**config.mk**
```make
export PLATFORM = sky130hd
export DESIGN_NAME = s2c_sincos
export DESIGN_NICKNAME = d
export VERILOG_FILES = /design/src/rtl/core/s2c_pkg.sv /design/src/rtl/core/s2c_sincos.sv
export SDC_FILE = /design/constraint.sdc
export NUM_CORES = 2
export LEC_CHECK = 0
export ABC_CLOCK_PERIOD_IN_PS = 6730
export BUFFER_PORTS_ARGS = -buffer_cell sky130_fd_sc_hd__buf_2
export CORE_UTILIZATION = 60
export CTS_CLUSTER_DIAMETER = 150
export DETAILED_ROUTE_END_ITERATION = 10
export PLACE_DENSITY = 0.81
export SLEW_MARGIN = 20
export SYNTH_ARGS = -nofsm -noshare
export SYNTH_HDL_FRONTEND = slang
export SYNTH_SLANG_ARGS = --single-unit
```
**constraint.sdc**
```tcl
create_clock -name i_clk -period 6.73 [get_ports i_clk]
set_input_delay 0.673 -clock i_clk [delete_from_list [all_inputs] [get_ports i_clk]]
set_output_delay 0.673 -clock i_clk [all_outputs]
set_load 0.02 [all_outputs]
```
**src/rtl/core/s2c_pkg.sv**
```systemverilog
// Shared constants, widths and arctangent table for the spherical to Cartesian unit.
`default_nettype none
package s2c_pkg;
    localparam int MAG_WIDTH     = 24;
    localparam int ANGLE_WIDTH   = 16;
    localparam int CORDIC_STAGES = 16;
    localparam int OUT_WIDTH     = MAG_WIDTH + 1;
    localparam int CW            = 34;
    localparam int ZW            = 33;
    localparam int TRIG_W        = 17;
    localparam int SC_LAT        = CORDIC_STAGES + 3;
    localparam logic signed [CW-1:0] CORDIC_GAIN = 34'sd652032874;

    function automatic logic [31:0] atan_turn(input int idx);
        logic [31:0] v;
        case (idx)
            0:  v = 32'd536870912;
            1:  v = 32'd316933406;
            2:  v = 32'd167458907;
            3:  v = 32'd85004756;
            4:  v = 32'd42667331;
            5:  v = 32'd21354465;
            6:  v = 32'd10679838;
            7:  v = 32'd5340245;
            8:  v = 32'd2670163;
            9:  v = 32'd1335087;
            10: v = 32'd667544;
            11: v = 32'd333772;
            12: v = 32'd166886;
            13: v = 32'd83443;
            14: v = 32'd41722;
            15: v = 32'd20861;
            16: v = 32'd10430;
            17: v = 32'd5215;
            18: v = 32'd2608;
            19: v = 32'd1304;
            20: v = 32'd652;
            21: v = 32'd326;
            22: v = 32'd163;
            default: v = 32'd81;
        endcase
        return v;
    endfunction
endpackage
`default_nettype wire

```
**src/rtl/core/s2c_sincos.sv**
```systemverilog
// Pipelined CORDIC sine and cosine with quadrant folding, Q1.15 results.
`default_nettype none
module s2c_sincos
    import s2c_pkg::*;
(
    input  wire logic                     i_clk,
    input  wire logic [ANGLE_WIDTH-1:0]   i_angle,
    output logic signed [TRIG_W-1:0]      o_sin,
    output logic signed [TRIG_W-1:0]      o_cos
);
    logic signed [CW-1:0] r_x [0:CORDIC_STAGES];
    logic signed [CW-1:0] r_y [0:CORDIC_STAGES];
    logic signed [ZW-1:0] r_z [0:CORDIC_STAGES];
    logic [1:0]           r_q [0:CORDIC_STAGES];
    logic signed [CW-1:0] r_c, r_s;
    logic signed [TRIG_W-1:0] r_sin, r_cos;

    logic [31:0] a32, a_off, resid;
    logic [1:0]  q0;
    logic signed [CW-1:0] n_c, n_s;

    assign a32   = {i_angle, {(32-ANGLE_WIDTH){1'b0}}};
    assign a_off = a32 + 32'h2000_0000;
    assign q0    = a_off[31:30];
    assign resid = a32 - {q0, 30'b0};

    always_ff @(posedge i_clk) begin
        r_x[0] <= CORDIC_GAIN;
        r_y[0] <= '0;
        r_z[0] <= ZW'(signed'(resid));
        r_q[0] <= q0;
    end

    for (genvar k = 0; k < CORDIC_STAGES; k++) begin : g_stage
        logic signed [CW-1:0] dx, dy;
        logic signed [ZW-1:0] at;
        assign dx = r_y[k] >>> k;
        assign dy = r_x[k] >>> k;
        assign at = signed'({1'b0, atan_turn(k)});
        always_ff @(posedge i_clk) begin
            r_q[k+1] <= r_q[k];
            if (!r_z[k][ZW-1]) begin
                r_x[k+1] <= r_x[k] - dx;
                r_y[k+1] <= r_y[k] + dy;
                r_z[k+1] <= r_z[k] - at;
            end else begin
                r_x[k+1] <= r_x[k] + dx;
                r_y[k+1] <= r_y[k] - dy;
                r_z[k+1] <= r_z[k] + at;
            end
        end
    end

    always_comb begin
        case (r_q[CORDIC_STAGES])
            2'd0: begin
                n_c = r_x[CORDIC_STAGES];
                n_s = r_y[CORDIC_STAGES];
            end
            2'd1: begin
                n_c = -r_y[CORDIC_STAGES];
                n_s = r_x[CORDIC_STAGES];
            end
            2'd2: begin
                n_c = -r_x[CORDIC_STAGES];
                n_s = -r_y[CORDIC_STAGES];
            end
            default: begin
                n_c = r_y[CORDIC_STAGES];
                n_s = -r_x[CORDIC_STAGES];
            end
        endcase
    end

    function automatic logic signed [TRIG_W-1:0] round_q15(input logic signed [CW-1:0] v);
        logic [CW-1:0]    mag;
        logic [CW-1:0]    sum;
        logic [CW-16:0]   m;
        logic [TRIG_W-1:0] mc;
        mag = v[CW-1] ? CW'(-v) : CW'(v);
        sum = mag + CW'(1 << 14);
        m   = sum[CW-1:15];
        mc  = (m > (CW-15)'(32768)) ? TRIG_W'(32768) : m[TRIG_W-1:0];
        return v[CW-1] ? signed'(-mc) : signed'(mc);
    endfunction

    always_ff @(posedge i_clk) begin
        r_c   <= n_c;
        r_s   <= n_s;
        r_cos <= round_q15(r_c);
        r_sin <= round_q15(r_s);
    end

    assign o_sin = r_sin;
    assign o_cos = r_cos;
endmodule
`default_nettype wire

```
==> flow_summary.ini <==
[drt]
vias = 94100
route.detailed.drc = 0
drt-wirelength-per-cell_um = 18.8
drt_iter0_drc = 7611
wl_um = 292000
postRouteAntennaNets = 0
vias_per_cell = 6.06
dr.pass1.iters = 7

[grt]
gr-total-overflow = 0
grt_max_degree = 132
grt_pass1_vias = 90300
antenna_found_initial = 10
grtUsageTotal_pct = 30.5
grt_pass1_wl_um = 466000

[floorplanning]
rows = 156
die_x_um = 430
core_mm2 = 0.182
initial_core_util_pct = 60.7
ios = 51
die_y_um = 430
dieArea_mm2 = 0.185

[clocking]
cts.hold.buffers_added = 15
post_cts_buffers = 0
clkLatencyLatePin_ns = 0.84
clk_pin_slew_ns = 0.06
cts_max_level = 4
cts_buffers = 169
cts_tree = built
cts_resized = 0
cts_root_buf = clkbuf_16
clock-sinks = 1566
cts.path.max_buffers = 3

[final_layout]
nNetsFinal = 14500
area_growth_pct = 8.26
drive_above_1_share_pct = 4.45
nFillCells = 14700

[synthesis]
synthCells = 13000
synth_top_area_share_pct = 28.5
synth_area_leaders = dfxtp_1 28%, ha_1 16%, xnor2_1 10%
syn-num-nets = 14400
syn_avg_cell_area_um2 = 8.49
yosys_most_used_dff = dfxtp_1
synthTopCellsByCount = 1,566 x dfxtp_1, 1,371 x ha_1, 1,321 x a21oi_1
synthArstFlopShare_pct = 0
ys_seq_area_share_pct = 28.5
ys_ff_latch = 1566
syn_area_mm2 = 0.110
synth_most_common_cell = dfxtp_1
synth_top_area_cell = dfxtp_1
synth_cell_types = 91
synth_edf_count = 0
ys_warn_count = 0

[timing]
setup_viol = 0
tightest_slew_ns = 1.12
slew_headroom_pct = 24.4
setup-tns-final_ns = 0
rsz0062_at_grt = no
max_freq_mhz = 173
drv_slew = 0
min_period_ns = 5.79
finClkSkew_ns = 0.0338
hold_violations = 0
finalCritPeriodShare_pct = 86.1

[critical_path]
crit_path_top_delay_cell = a2111oi_0
crit_buf_inv = 2
cp.arrival_ns = 6.51
crit_type = reg2reg
cp-end-kind = flop
crit_chain = nor4_1, nand4_1, xnor2_1, a2111oi_0, o21ai_1, a211o_1, a22oi_1, xnor2_1, nor3_1, and3_1, o21ai_1, buf_4, inv_1, nand2_1, ha_1, and3_1, nand3_1, nor4_1, and4b_1, nor3_1, o21bai_1, nand2_1
crit_path_max_fanout = 17
slowest_delay_ns = 0.63
path_delay_family = simple AND/OR/NAND/NOR gates
cp.required_ns = 7.44
cp-start-kind = flop

[placement]
hpwl_um = 232000
port_buffers = 50
place.gp.congestion = 0.999

[outcome]
status = completed

[worst_hold_path]
hp-class = in2reg

[run]
drv_cap = 0
==> per-stage QoR <==
step                      setup slack [ns]  instance area [um^2]  cells  util [%]  hold WS (ns)
after floorplan                      0.760                110000  13000         -         0.310
after global placement                1.01                113000  15200      62.2         0.310
after detailed placement              1.01                113000  15200      62.2         0.312
after CTS                            0.979                119000  15500      65.7        0.0140
after global routing                 0.371                119000  15500      65.7        0.0546
final                                0.938                119000  15500      65.7        0.0646
==> worst register-to-register path: cells and delay by family, from the launching register on <==
family	cells	cell delay, ns
xor gates and xnor gates	2	0.50
AOI/OAI and AO/OA	6	1.81
DFF	1	0.30
and+or+nand+nor	11	2.50
adders and majority gates	1	0.24
buffers and inverters	2	0.30
==> flip-flops by register name (all words and copies together), names as in the netlist <==
signal	cells
r_q	34
r_s	34
r_x	484
r_z	435
o_sin	17
r_c	34
r_y	511
o_cos	17
==> layout by cell type, fill, tap and decap left out, types with 423 or more instances in the layout <==
cell type | synthesis | layout
a21o_1 | 423 | 423
a21oi_1 | 1321 | 1321
dfxtp_1 | 1566 | 1549
ha_1 | 1371 | 1371
inv_1 | 515 | 515
nand2_1 | 682 | 682
nor2_1 | 1255 | 1255
o21ai_0 | 596 | 596
xnor2_1 | 1313 | 1313
xor2_1 | 657 | 657
==> metal layers <==
layer / vias up / global-route usage, % / wire, um
met4: 4 / 11.1 / 10100
li1: 46300 / - / -
met1: 44300 / 40.0 / 130000
met2: 2993 / 51.2 / 134000
met3: 578 / 3.91 / 17800
met5: - / 0 / 21
==> final timing paths <==
| kind | slack [ns] | from | endpoint | depth (start not counted) |
|---|---|---|---|---|
| max reg2reg | 0.94 | r_c[7]$_DFF_P_ | o_cos[12]$_DFF_P_ | 22 |
| min reg2reg | 0.32 | r_z[11][1]$_DFF_P_ | r_z[12][1]$_DFF_P_ | 0 |
| max | 0.94 | r_c[7]$_DFF_P_ | o_cos[12]$_DFF_P_ | 22 |
| min | 0.06 | i_angle[14] | r_z[0][30]$_DFF_P_ | 2 |
==> cells by family (layout without fill, tap and decap cells) <==
kind of cell | Yosys count | after routing | share of synthesized area, %
other | 0 | 7 | 0
DFF | 1566 | 1566 | 28.5
adders and majority gates | 1413 | 1413 | 16.3
and+or+nand+nor | 3625 | 3625 | 15.8
muxes | 111 | 111 | 1.09
buffers and inverters | 745 | 949 | 2.56
xor gates and xnor gates | 1970 | 1970 | 15.7
AOI/OAI and AO/OA | 3532 | 3532 | 20.1
==> final cells by class <==
type / count / area (um^2) / area share, %
multi-input cells: 10700 / 75900 / 63.7
flip-flops and latches: 1566 / 31400 / 26.3
clock buffers: 227 / 4870 / 4.09
well taps: 2370 / 2970 / 2.49
inverters: 523 / 1960 / 1.65
clock inverters: 88 / 1310 / 1.10
repair buffers: 111 / 749 / 0.629
diodes: 7 / 17.5 / 0.0147
Power is not shown: default switching activity piles up to over one toggle a cycle in this logic, so the estimate is an artifact.
